[src/hdl/alm_pkg.sv]
// Shared constants, types and register indexes of the audio level meter.
`default_nettype none

package alm_pkg;

  localparam int SAMPLE_BITS     = 24;
  localparam int COEF_BITS       = 32;
  localparam int EXTRA_FRAC_BITS = 16;
  localparam int LEVEL_BITS      = SAMPLE_BITS + EXTRA_FRAC_BITS;
  localparam int SQ_BITS         = 2 * SAMPLE_BITS - 1;
  localparam int AVG_BITS        = SQ_BITS + EXTRA_FRAC_BITS;
  localparam int HOLD_TIME_BITS  = 24;
  localparam int COUNT_BITS      = 32;
  localparam int CFG_DATA_BITS   = 32;
  localparam int CFG_INDEX_BITS  = 3;
  localparam int PROD_BITS       = 2 * COEF_BITS;
  localparam int ACC_BITS        = COEF_BITS + 1;
  localparam int QUEUE_DEPTH     = 2;
  localparam int QUEUE_PTR_BITS  = 1;
  localparam int QUEUE_CNT_BITS  = 2;

  localparam logic [COEF_BITS-1:0]      SHORT_AVG_COEF_RST = 32'd298241;
  localparam logic [COEF_BITS-1:0]      LONG_AVG_COEF_RST  = 32'd2983;
  localparam logic [COEF_BITS-1:0]      MAX_DECAY_RST      = 32'd4294669055;
  localparam logic [COEF_BITS-1:0]      HOLD_DECAY_RST     = 32'd4294907645;
  localparam logic [HOLD_TIME_BITS-1:0] HOLD_TIME_RST      = 24'd48000;

  typedef enum logic [CFG_INDEX_BITS-1:0] {
    CFG_SHORT_AVG_COEF = 3'd0,
    CFG_LONG_AVG_COEF  = 3'd1,
    CFG_MAX_DECAY      = 3'd2,
    CFG_HOLD_DECAY     = 3'd3,
    CFG_HOLD_TIME      = 3'd4
  } alm_cfg_index_t;

  typedef struct packed {
    logic [SAMPLE_BITS-1:0] mag;
    logic                   clip;
  } alm_item_t;

endpackage

`default_nettype wire

[src/hdl/alm_front.sv]
// Input stage: takes samples, forms magnitude and clip flag, and queues them.
`default_nettype none

module alm_front
  import alm_pkg::*;
(
  input  wire logic                   clk,
  input  wire logic                   rst_n,
  input  wire logic                   in_valid,
  output logic                        in_ready,
  input  wire logic [SAMPLE_BITS-1:0] in_audio_in,
  output alm_item_t                   item,
  output logic                        item_valid,
  input  wire logic                   item_ready
);

  alm_item_t                 queue_r [QUEUE_DEPTH];
  logic [QUEUE_PTR_BITS-1:0] wr_ptr_r;
  logic [QUEUE_PTR_BITS-1:0] rd_ptr_r;
  logic [QUEUE_CNT_BITS-1:0] count_r;
  logic [QUEUE_CNT_BITS-1:0] count_nxt;
  logic                      push;
  logic                      pop;
  alm_item_t                 classified;

  always_comb begin
    if (in_audio_in[SAMPLE_BITS-1]) begin
      classified.mag = ~in_audio_in + {{(SAMPLE_BITS-1){1'b0}}, 1'b1};
    end else begin
      classified.mag = in_audio_in;
    end
    classified.clip = classified.mag[SAMPLE_BITS-1] | classified.mag[SAMPLE_BITS-2];
  end

  assign in_ready   = (count_r != QUEUE_CNT_BITS'(QUEUE_DEPTH));
  assign item_valid = (count_r != '0);
  assign item       = queue_r[rd_ptr_r];
  assign push       = in_valid && in_ready;
  assign pop        = item_valid && item_ready;

  always_comb begin
    count_nxt = count_r;
    if (push && !pop) begin
      count_nxt = count_r + 1'b1;
    end else if (pop && !push) begin
      count_nxt = count_r - 1'b1;
    end
  end

  always_ff @(posedge clk) begin
    if (push) begin
      queue_r[wr_ptr_r] <= classified;
    end
    if (!rst_n) begin
      wr_ptr_r <= '0;
      rd_ptr_r <= '0;
      count_r  <= '0;
    end else begin
      if (push) begin
        wr_ptr_r <= wr_ptr_r + 1'b1;
      end
      if (pop) begin
        rd_ptr_r <= rd_ptr_r + 1'b1;
      end
      count_r <= count_nxt;
    end
  end

endmodule

`default_nettype wire

[config.mk]
export PLATFORM = sky130hd
export DESIGN_NAME = alm_front
export DESIGN_NICKNAME = d
export VERILOG_FILES = /design/src/hdl/alm_pkg.sv /design/src/hdl/alm_front.sv
export SDC_FILE = /design/constraint.sdc
export NUM_CORES = 1
export LEC_CHECK = 0
export ABC_AREA = 1
export BUFFER_PORTS_ARGS = -buffer_cell sky130_fd_sc_hd__buf_2
export CORE_ASPECT_RATIO = 1.75
export CORE_UTILIZATION = 47
export CTS_CLUSTER_DIAMETER = 80
export CTS_CLUSTER_SIZE = 28
export DETAILED_ROUTE_END_ITERATION = 7
export PLACE_DENSITY = 0.75
export SYNTH_ARGS = -nofsm -noshare
export SYNTH_HDL_FRONTEND = slang
export SYNTH_SLANG_ARGS = --single-unit
[constraint.sdc]
create_clock -name clk -period 3.96 [get_ports clk]
set_input_delay 0.396 -clock clk [delete_from_list [all_inputs] [get_ports clk]]
set_output_delay 0.396 -clock clk [all_outputs]
set_load 0.05 [all_outputs]
==> results.json, run 1 <==
{
  "path_buf_inv": 1,
  "nNetsFinal": 339,
  "dp.final_hpwl_um": 3750,
  "ys_seq_area_share_pct": 58.9,
  "cts.reportedPaths.clkPinSlew_ns": 0.09,
  "placed_cells": 378,
  "min_period_ns": 2.39,
  "totalPowerFinal_mw": 1.77,
  "yosysWarnings": 0,
  "rrSetupSlack_ns": 2.34,
  "start_util_pct": 48.7,
  "row_count": 36,
  "netlist_area_um2": 2720,
  "numCtsBuffers": 5,
  "critPathTopFamily": "flip-flops",
  "path_cells": "mux2_2 -> buf_2",
  "fin_crit_sh_pct": 60.4,
  "tritoncts_num_sinks": 55,
  "r2r_start": "count_r[0]",
  "postCtsSetupBuffers": 0,
  "insertedDiodeCount": 0,
  "htreeDepth": 2,
  "setup_viol": 0,
  "grt_max_degree": 27,
  "grt_pass1_wl_um": 7850,
  "finalWirelength_um": 5020,
  "hp-start": "in_audio_in[0]",
  "drc": 0,
  "final_common_cell": "buf_2",
  "post_synth.cell_area_avg_um2": 10.8,
  "vias": 1915,
  "clock_latency_ns": 0.31,
  "drive_gt1_share_pct": 33.9,
  "whs_ns": 0.305,
  "ir_drop_mv": 0.234,
  "slowest_delay_ns": 1.05,
  "fmax_ghz": 0.418,
  "port_buffers": 54,
  "synthToLayoutAreaGrowth_pct": 16.3,
  "syn-instance-count": 251,
  "gp_congestion": 0.883,
  "yosys_register_bits": 55,
  "slew_headroom_pct": 27.3,
  "track_usage_pct": 17.8,
  "worstPathArrival_ns": 2.00,
  "rsz0062_at_grt": "no",
  "core-area_um2": 5590,
  "cts_tree": "yes",
  "hold_end": "queue_r[0][1]",
  "worstPathMaxFanout": 25,
  "r2r_end": "count_r[1]",
  "final_cell_mix": "buf_2 (54), edfxtp_1 (50), nand2_1 (47)",
  "first_global_vias": 1750,
  "fin_cells": 386,
  "slowest_stage": "dfxtp_1",
  "antenna_left": 0,
  "hold_class": "input pin to flop",
  "antenna_found_initial": 0,
  "initialDrtViolationCount": 64,
  "final_hold_viol_count": 0,
  "drv_slew": 0,
  "fin_skew_ns": 0.00594,
  "design.die.area_um2": 6110,
  "syn_nets": 281,
  "root_buffer": "clkbuf_8",
  "final.setup.tns_ns": 0,
  "status": "finished, final reports clean",
  "cts_buffer_depth": 2,
  "cap_violations": 0,
  "grt_overflow": 0,
  "crit_type": "flop to output pin",
  "worstHoldPathCells": 1,
  "tightest_slew_ns": 1.09,
  "p_per_area_nw_per_um2": 560,
  "leakage_nw": 1.28,
  "wl_per_cell_um": 13.0,
  "reg2reg_depth": 9,
  "synth_cell_type_count": 22,
  "firstDrtPassIters": 6,
  "fillers": 515,
  "ioPinCount": 55,
  "die_x_um": 59.5,
  "critPathLaunchType": "flop",
  "ctsHoldBuffers": 0,
  "required_ns": 3.56,
  "end_kind": "output pin",
  "die_y_um": 103,
  "viasPerCell": 4.96,
  "post_cts_resized": 0
}
[flip-flops by register name (all words and copies together), names as in the netlist, named ones only]
register  count
rd_ptr_r      1
wr_ptr_r      1
queue_r      50
count_r       2
[cell usage after synthesis, drive strengths merged]
master	count	share of area, %
buf	5	1.0
o21ai	12	2.2
nand4	4	0.92
dfxtp	5	3.7
xnor2	5	1.6
a21o	1	0.28
a21oi	6	1.1
xor2	9	2.9
nand3	16	2.9
and2	1	0.32
inv	25	3.4
mux2	25	10
nor2	31	5.0
ha	2	0.92
edfxtp	50	55
nand2	54	8.1
[worst max path at each step]
stage	start	end	slack (ns)	cells after the start
6_report	flop	item[6]	1.57	2
5_1_grt	flop	item[22]	1.40	2
4_1_cts	flop	item[22]	1.49	2
3_5_place_dp	flop	item[22]	1.84	2
3_3_place_gp	flop	item[22]	1.82	2
2_1_floorplan	count_r[0]	queue_r[1][0]	1.55	4
[cell type report]
| type | count | area, µm² | area share, % |
|---|---|---|---|
| well taps | 76 | 95.1 | 3.01 |
| repair buffers | 56 | 285 | 9.02 |
| multi-input cells | 166 | 1000 | 31.7 |
| inverters | 25 | 93.8 | 2.97 |
| clock inverters | 2 | 12.5 | 0.396 |
| flip-flops and latches | 55 | 1600 | 50.6 |
| clock buffers | 6 | 72.6 | 2.29 |
[through the flow]
step                cell area, µm²  utilization [%]  setup slack [ns]
floorplan                     2720                -              1.55
global placement              3080             55.1              1.82
detailed placement            3080             55.1              1.84
CTS                           3160             56.6              1.49
global route                  3160             56.6              1.40
finish                        3160             56.6              1.57
[cells by family (layout without fill, tap and decap cells)]
group                      Yosys count  after routing  share of synthesized area (%)
AOI/OAI and AO/OA                   19             19                           3.59
xor gates and xnor gates            14             14                           4.51
adders and majority gates            2              2                          0.920
buffers and inverters               30             89                           4.46
DFF                                 55             55                           58.9
muxes                               25             25                           10.3
and+or+nand+nor                    106            106                           17.3
[power breakdown]
group	internal (mW)	total [mW]	switching [mW]
clock network	0.124	0.295	0.171
registers	0.746	0.794	0.0471
logic	0.191	0.684	0.493
[layer usage]
| metal | GRT usage [%] | share of wire [%] |
|---|---|---|
| met3 | 3.01 | 2.9 |
| met5 | 0 | 0 |
| met4 | 10.2 | 2.5 |
| met1 | 20.1 | 41 |
| met2 | 31.0 | 54 |
(Power assumes the default switching activity.)
==> run 2: changes to the inputs <==
--- a/config.mk
+++ b/config.mk
@@ -5,14 +5,14 @@
 export SDC_FILE = /design/constraint.sdc
 export NUM_CORES = 1
 export LEC_CHECK = 0
-export ABC_AREA = 1
+export ABC_AREA = 0
 export BUFFER_PORTS_ARGS = -buffer_cell sky130_fd_sc_hd__buf_2
 export CORE_ASPECT_RATIO = 1.75
 export CORE_UTILIZATION = 47
 export CTS_CLUSTER_DIAMETER = 80
 export CTS_CLUSTER_SIZE = 28
 export DETAILED_ROUTE_END_ITERATION = 7
-export PLACE_DENSITY = 0.75
+export PLACE_DENSITY = 0.78
 export SYNTH_ARGS = -nofsm -noshare
 export SYNTH_HDL_FRONTEND = slang
 export SYNTH_SLANG_ARGS = --single-unit
==> constraint.sdc (replaced) <==
create_clock -name clk -period 2.1 [get_ports clk]
set_input_delay 0.21 -clock clk [delete_from_list [all_inputs] [get_ports clk]]
set_output_delay 0.21 -clock clk [all_outputs]
set_load 0.05 [all_outputs]
==> run 2 against run 1 <==
Compared with the run above: the run now ends with DRC left; clock power grew 83%; register-to-register slack got worse by 2.0 ns; synthesized cell count shrank 30%; clock skew is 0.00093 ns lower; combinational power increased by 120%; highest routed layer unchanged.
==> results.json, run 2 <==
{
  "netlist_area_um2": 2560,
  "hold_end": "queue_r[0][1]",
  "crit_type": "flop to output pin",
  "cts.reportedPaths.clkPinSlew_ns": 0.09,
  "leakage_nw": 1.12,
  "synth_edf_count": 50,
  "ioPinCount": 55,
  "final_hold_viol_count": 0,
  "die_x_um": 57.8,
  "post_cts_resized": 0,
  "syn_nets": 205,
  "synth_cell_type_count": 30,
  "final_cell_mix": "buf_2 (54), edfxtp_1 (50), mux2_2 (25)",
  "hp-start": "in_audio_in[0]",
  "yosysWarnings": 0,
  "initialDrtViolationCount": 75,
  "start_util_pct": 48.7,
  "ctsHoldBuffers": 0,
  "r2r_start": "count_r[0]",
  "synth_ff_type": "edfxtp_1",
  "cts_buffer_depth": 2,
  "status": "finished, violations left",
  "p_per_area_nw_per_um2": 1170,
  "dp.final_hpwl_um": 3290,
  "worstPathMaxFanout": 25,
  "regMostFlops": "queue_r",
  "final.setup.tns_ns": 0,
  "htreeDepth": 2,
  "track_usage_pct": 17.2,
  "required_ns": 1.89,
  "grt_overflow": 0,
  "wl_per_cell_um": 15.5,
  "tightest_slew_ns": 0.431,
  "gp_congestion": 0.806,
  "synthTopCellsByCount": "edfxtp_1 (50), mux2_2 (25), xnor2_1 (24)",
  "ir_drop_mv": 1.05,
  "synth_top_cell_by_area": "edfxtp_1",
  "drc": 4,
  "worstHoldPathCells": 1,
  "reg2reg_depth": 6,
  "cts_tree": "yes",
  "min_period_ns": 1.75,
  "grt_pass1_wl_um": 7360,
  "cap_violations": 0,
  "r2r_end": "count_r[1]",
  "ys_seq_area_share_pct": 62.6,
  "die_y_um": 99.6,
  "post_synth.cell_area_avg_um2": 14.6,
  "yosys_register_bits": 55,
  "core-area_um2": 5260,
  "synthMostInstantiatedCell": "edfxtp_1",
  "root_buffer": "clkbuf_8",
  "rrSetupSlack_ns": 0.38,
  "port_buffers": 54,
  "tritoncts_num_sinks": 55,
  "largest_reg_flops": 50,
  "grt_max_degree": 26,
  "antenna_found_initial": 0,
  "drv_slew": 0,
  "syn-instance-count": 175,
  "design.die.area_um2": 5750,
  "firstDrtPassIters": 6,
  "fin_crit_sh_pct": 83.6,
  "end_kind": "output pin",
  "clock_latency_ns": 0.30,
  "yosys-top-cells-area": "edfxtp_1 (59%), mux2_2 (11%), xnor2_1 (8.2%), dfxtp_1 (3.9%), o31ai_1 (2.1%)",
  "final_common_cell": "buf_2",
  "violations": "DRC",
  "drive_gt1_share_pct": 42.3,
  "first_global_vias": 1639,
  "antenna_left": 0,
  "synth_top_cell_area_share_pct": 58.7,
  "slew_headroom_pct": 71.3,
  "insertedDiodeCount": 0,
  "numCtsBuffers": 5,
  "place_area_um2": 2950,
  "fin_skew_ns": 0.00501,
  "synth-async-reset-ratio_pct": 0,
  "postCtsSetupBuffers": 0,
  "vias": 1620,
  "top_regs": "queue_r: 50 flops, count_r: 2 flops",
  "fin_area_um2": 3030,
  "fmax_ghz": 0.570,
  "critPathLaunchType": "flop",
  "row_count": 35,
  "worstPathArrival_ns": 1.54,
  "synthToLayoutAreaGrowth_pct": 18.6,
  "setup_viol": 0,
  "hold_class": "input pin to flop",
  "nNetsFinal": 268,
  "finalWirelength_um": 4550,
  "rsz0062_at_grt": "no",
  "viasPerCell": 5.51
}
run 2: cell count changes after synthesis, sizes merged, moves of 6 or more:
cell	previous run	this run
nor2	31	3
inv	25	3
nand2	54	10
xnor2	5	24
o31ai	0	7
a21oi	6	0
xor2	9	1
nand3	16	2
run 2: how the worst max path moves through the flow:
| stage | start | endpoint | slack (ns) | cells past startpoint |
|---|---|---|---|---|
| finish | flop | item[7] | 0.35 | 3 |
| CTS | flop | item[8] | 0.32 | 3 |
| global route | count_r[0] | count_r[1] | 0.23 | 6 |
| floorplan | count_r[0] | queue_r[1][0] | 0.11 | 2 |
| global placement | in_audio_in[12] | queue_r[1][0] | 0.12 | 5 |
| detailed placement | in_audio_in[12] | queue_r[0][0] | 0.09 | 5 |
run 2: cells by family after synthesis:
family,after synthesis,share of synthesized area [%]
flip-flops,55,62.6
AND/OR/NAND/NOR,39,9.93
XOR/XNOR,25,8.56
multiplexers,25,11.0
AO/OA/AOI/OAI,21,5.72
buffers and inverters,8,1.17
adder cells (fa/ha/maj),2,0.978
run 2: routing by layer:
metal | GRT usage [%] | up-vias | share of wire, %
li1 | - | 785 | -
met1 | 17.8 | 771 | 38
met2 | 32.4 | 57 | 56
met3 | 2.60 | 7 | 4.4
met4 | 8.79 | 0 | 2.3
met5 | 0 | - | 0
run 2: final cells by class:
class | count | area, µm²
Fill cell | 453 | 2220
Sequential cell | 55 | 1600
Multi-Input combinational cell | 112 | 933
Timing Repair Buffer | 61 | 335
Clock buffer | 5 | 68.8
Tap cell | 55 | 68.8
Clock inverter | 3 | 15.0
Inverter | 3 | 11.3
run 2: worst max-delay path, cell delays in order, from the launching register on:
cell     delay, ns
dfxtp_1       0.32
buf_4         0.32
mux2_2        0.39
buf_2         0.21
run 2: per-stage QoR:
stage | hold WS, ns | setup slack (ns) | instances | total power, mW | utilization, %
6_report | 0.154 | 0.345 | 294 | 3.55 | 57.7
3_3_place_gp | 0.454 | 0.116 | 286 | 3.04 | 56.1
4_1_cts | 0.143 | 0.317 | 294 | 3.59 | 57.7
3_5_place_dp | 0.455 | 0.0899 | 286 | 3.06 | 56.1
2_1_floorplan | 0.309 | 0.110 | 175 | 2.70 | -
5_1_grt | 0.143 | 0.229 | 294 | 3.73 | 57.7
run 2: power breakdown:
part	switching, mW	internal [mW]	total, mW	leakage (nW)
Clock	0.314	0.227	0.541	0.0392
Sequential	0.0558	1.43	1.48	0.509
Combinational	1.06	0.468	1.53	0.568
==> run 3: changes to the inputs <==
--- a/config.mk
+++ b/config.mk
@@ -5,7 +5,7 @@
 export SDC_FILE = /design/constraint.sdc
 export NUM_CORES = 1
 export LEC_CHECK = 0
-export ABC_AREA = 0
+export ABC_AREA = 1
 export BUFFER_PORTS_ARGS = -buffer_cell sky130_fd_sc_hd__buf_2
 export CORE_ASPECT_RATIO = 1.75
 export CORE_UTILIZATION = 47
==> constraint.sdc (replaced) <==
create_clock -name clk -period 1.5 [get_ports clk]
set_input_delay 0.15 -clock clk [delete_from_list [all_inputs] [get_ports clk]]
set_output_delay 0.15 -clock clk [all_outputs]
set_load 0.05 [all_outputs]
==> run 3 against run 2 <==
Compared with the run above: the run ends with setup timing left; sequential cell count is the same; die area rose by 6.2%; sequential power up 41%; first-iteration DRC count decreased by 33%; final cell count up 33%; global-route usage rose by 1.6 points; critical path type unchanged; largest cell class unchanged.
==> results.json, run 3 (synthesized netlist as in run 1, its figures left out) <==
{
  "regMostFlops": "queue_r",
  "track_usage_pct": 18.8,
  "grt_max_degree": 27,
  "totalPowerFinal_mw": 5.75,
  "nNetsFinal": 343,
  "final.setup.tns_ns": -0.666,
  "final.setup.worst_slack_ns": -0.0528,
  "fin_area_um2": 3620,
  "core-area_um2": 5590,
  "cts_buffer_depth": 2,
  "status": "finished, violations left",
  "slowest_stage": "dfxtp_4",
  "violations": "setup timing",
  "ir_drop_mv": 0.683,
  "initialDrtViolationCount": 50,
  "die_x_um": 59.5,
  "cap_violations": 0,
  "die_y_um": 103,
  "port_buffers": 54,
  "htreeDepth": 2,
  "row_count": 36,
  "fmax_ghz": 0.644,
  "gp_congestion": 0.916,
  "fillers": 447,
  "fin_util_pct": 64.8,
  "tightest_slew_ns": 0.419,
  "crit_type": "flop to output pin",
  "whs_ns": 0.0483,
  "antenna_left": 0,
  "critPathLaunchType": "flop",
  "finalWirelength_um": 5550,
  "drv_slew": 0,
  "fin_cells": 390,
  "clock_latency_ns": 0.32,
  "design.die.area_um2": 6110,
  "slowest_delay_ns": 0.42,
  "insertedDiodeCount": 0,
  "final_common_cell": "edfxtp_1",
  "grt_pass1_wl_um": 8200,
  "fin_crit_sh_pct": 104,
  "first_global_vias": 1847,
  "start_util_pct": 48.7,
  "required_ns": 1.35,
  "tritoncts_num_sinks": 55,
  "vias": 1938,
  "worstPathMaxFanout": 12,
  "root_buffer": "clkbuf_8",
  "final_cell_mix": "edfxtp_1 (50), nand2_1 (43), buf_2 (29)",
  "grt_overflow": 0,
  "drc": 0,
  "rrSetupSlack_ns": 0.11,
  "ctsHoldBuffers": 0,
  "end_kind": "output pin",
  "worstPathArrival_ns": 1.40,
  "synthToLayoutAreaGrowth_pct": 33.1,
  "final_hold_viol_count": 0,
  "dp.final_hpwl_um": 3910,
  "min_period_ns": 1.55,
  "post-place-ws_ns": 0.0169,
  "cts.reportedPaths.clkPinSlew_ns": 0.10,
  "slew_headroom_pct": 72.1,
  "placed_cells": 380,
  "wl_per_cell_um": 14.2,
  "leakage_nw": 1.47,
  "hold_class": "input pin to flop",
  "top_regs": "queue_r: 50 flops, count_r: 2 flops",
  "postCtsSetupBuffers": 0,
  "viasPerCell": 4.97,
  "place_area_um2": 3180,
  "largest_reg_flops": 50,
  "fin_skew_ns": 0.00951,
  "numCtsBuffers": 5,
  "p_per_area_nw_per_um2": 1590,
  "ioPinCount": 55,
  "cts_tree": "yes",
  "rsz0062_at_grt": "yes",
  "path_cells": "buf_16 -> mux2_2 -> buf_6",
  "antenna_found_initial": 0,
  "setup_viol": 23,
  "drive_gt1_share_pct": 37.6,
  "firstDrtPassIters": 4
}
run 3: changes by cell type in the layout (fill, tap and decap cells not counted), sizes merged, moves of 6 or more:
cell   delta
nor2     +28
inv      +23
xor2      +8
a21oi     +6
xnor2    -19
o31ai     -7
nand2    +44
nand3    +14
run 3: worst paths after layout:
check                                     from            end  depth (start not counted)
worst max-delay path                      flop       item[18]                          3
worst min-delay path            in_audio_in[0]  queue_r[1][1]                          1
worst max register to register      count_r[1]     count_r[1]                          8
worst min register to register        rd_ptr_r           flop                          2
run 3: final cells by class:
| type | instances | area [µm²] | share of cell area (%) |
|---|---|---|---|
| multi-input combinational | 166 | 1110 | 30.6 |
| clock buffer | 6 | 82.6 | 2.28 |
| clock inverter | 2 | 38.8 | 1.07 |
| timing repair buffer | 60 | 592 | 16.3 |
| tap | 76 | 95.1 | 2.63 |
| sequential | 55 | 1610 | 44.4 |
| inverter | 25 | 96.3 | 2.66 |
run 3: layer usage:
metal / GRT usage [%] / share of wire [%] / wire (µm) / up-vias
li1: - / - / - / 975
met1: 19.4 / 37 / 2030 / 909
met2: 35.0 / 57 / 3180 / 43
met3: 3.26 / 2.8 / 157 / 11
met4: 9.66 / 3.3 / 182 / 0
met5: 0 / 0 / 0 / -
run 3: power by group:
part / switching [mW] / internal [mW]
clock: 0.485 / 0.549
combinational: 1.56 / 1.07
sequential: 0.104 / 1.98
run 3: worst max-delay path, delay by kind of cell, from the launching register on:
family                 cells  cell delay [ns]
multiplexers               1             0.35
flip-flops                 1             0.42
buffers and inverters      2             0.31
run 3: timing repair:
item | CTS | global route
gates cloned | 1 | 1
resized for setup | 55 | 27
pin swaps | 0 | 0
setup endpoints to repair | 26 | 26
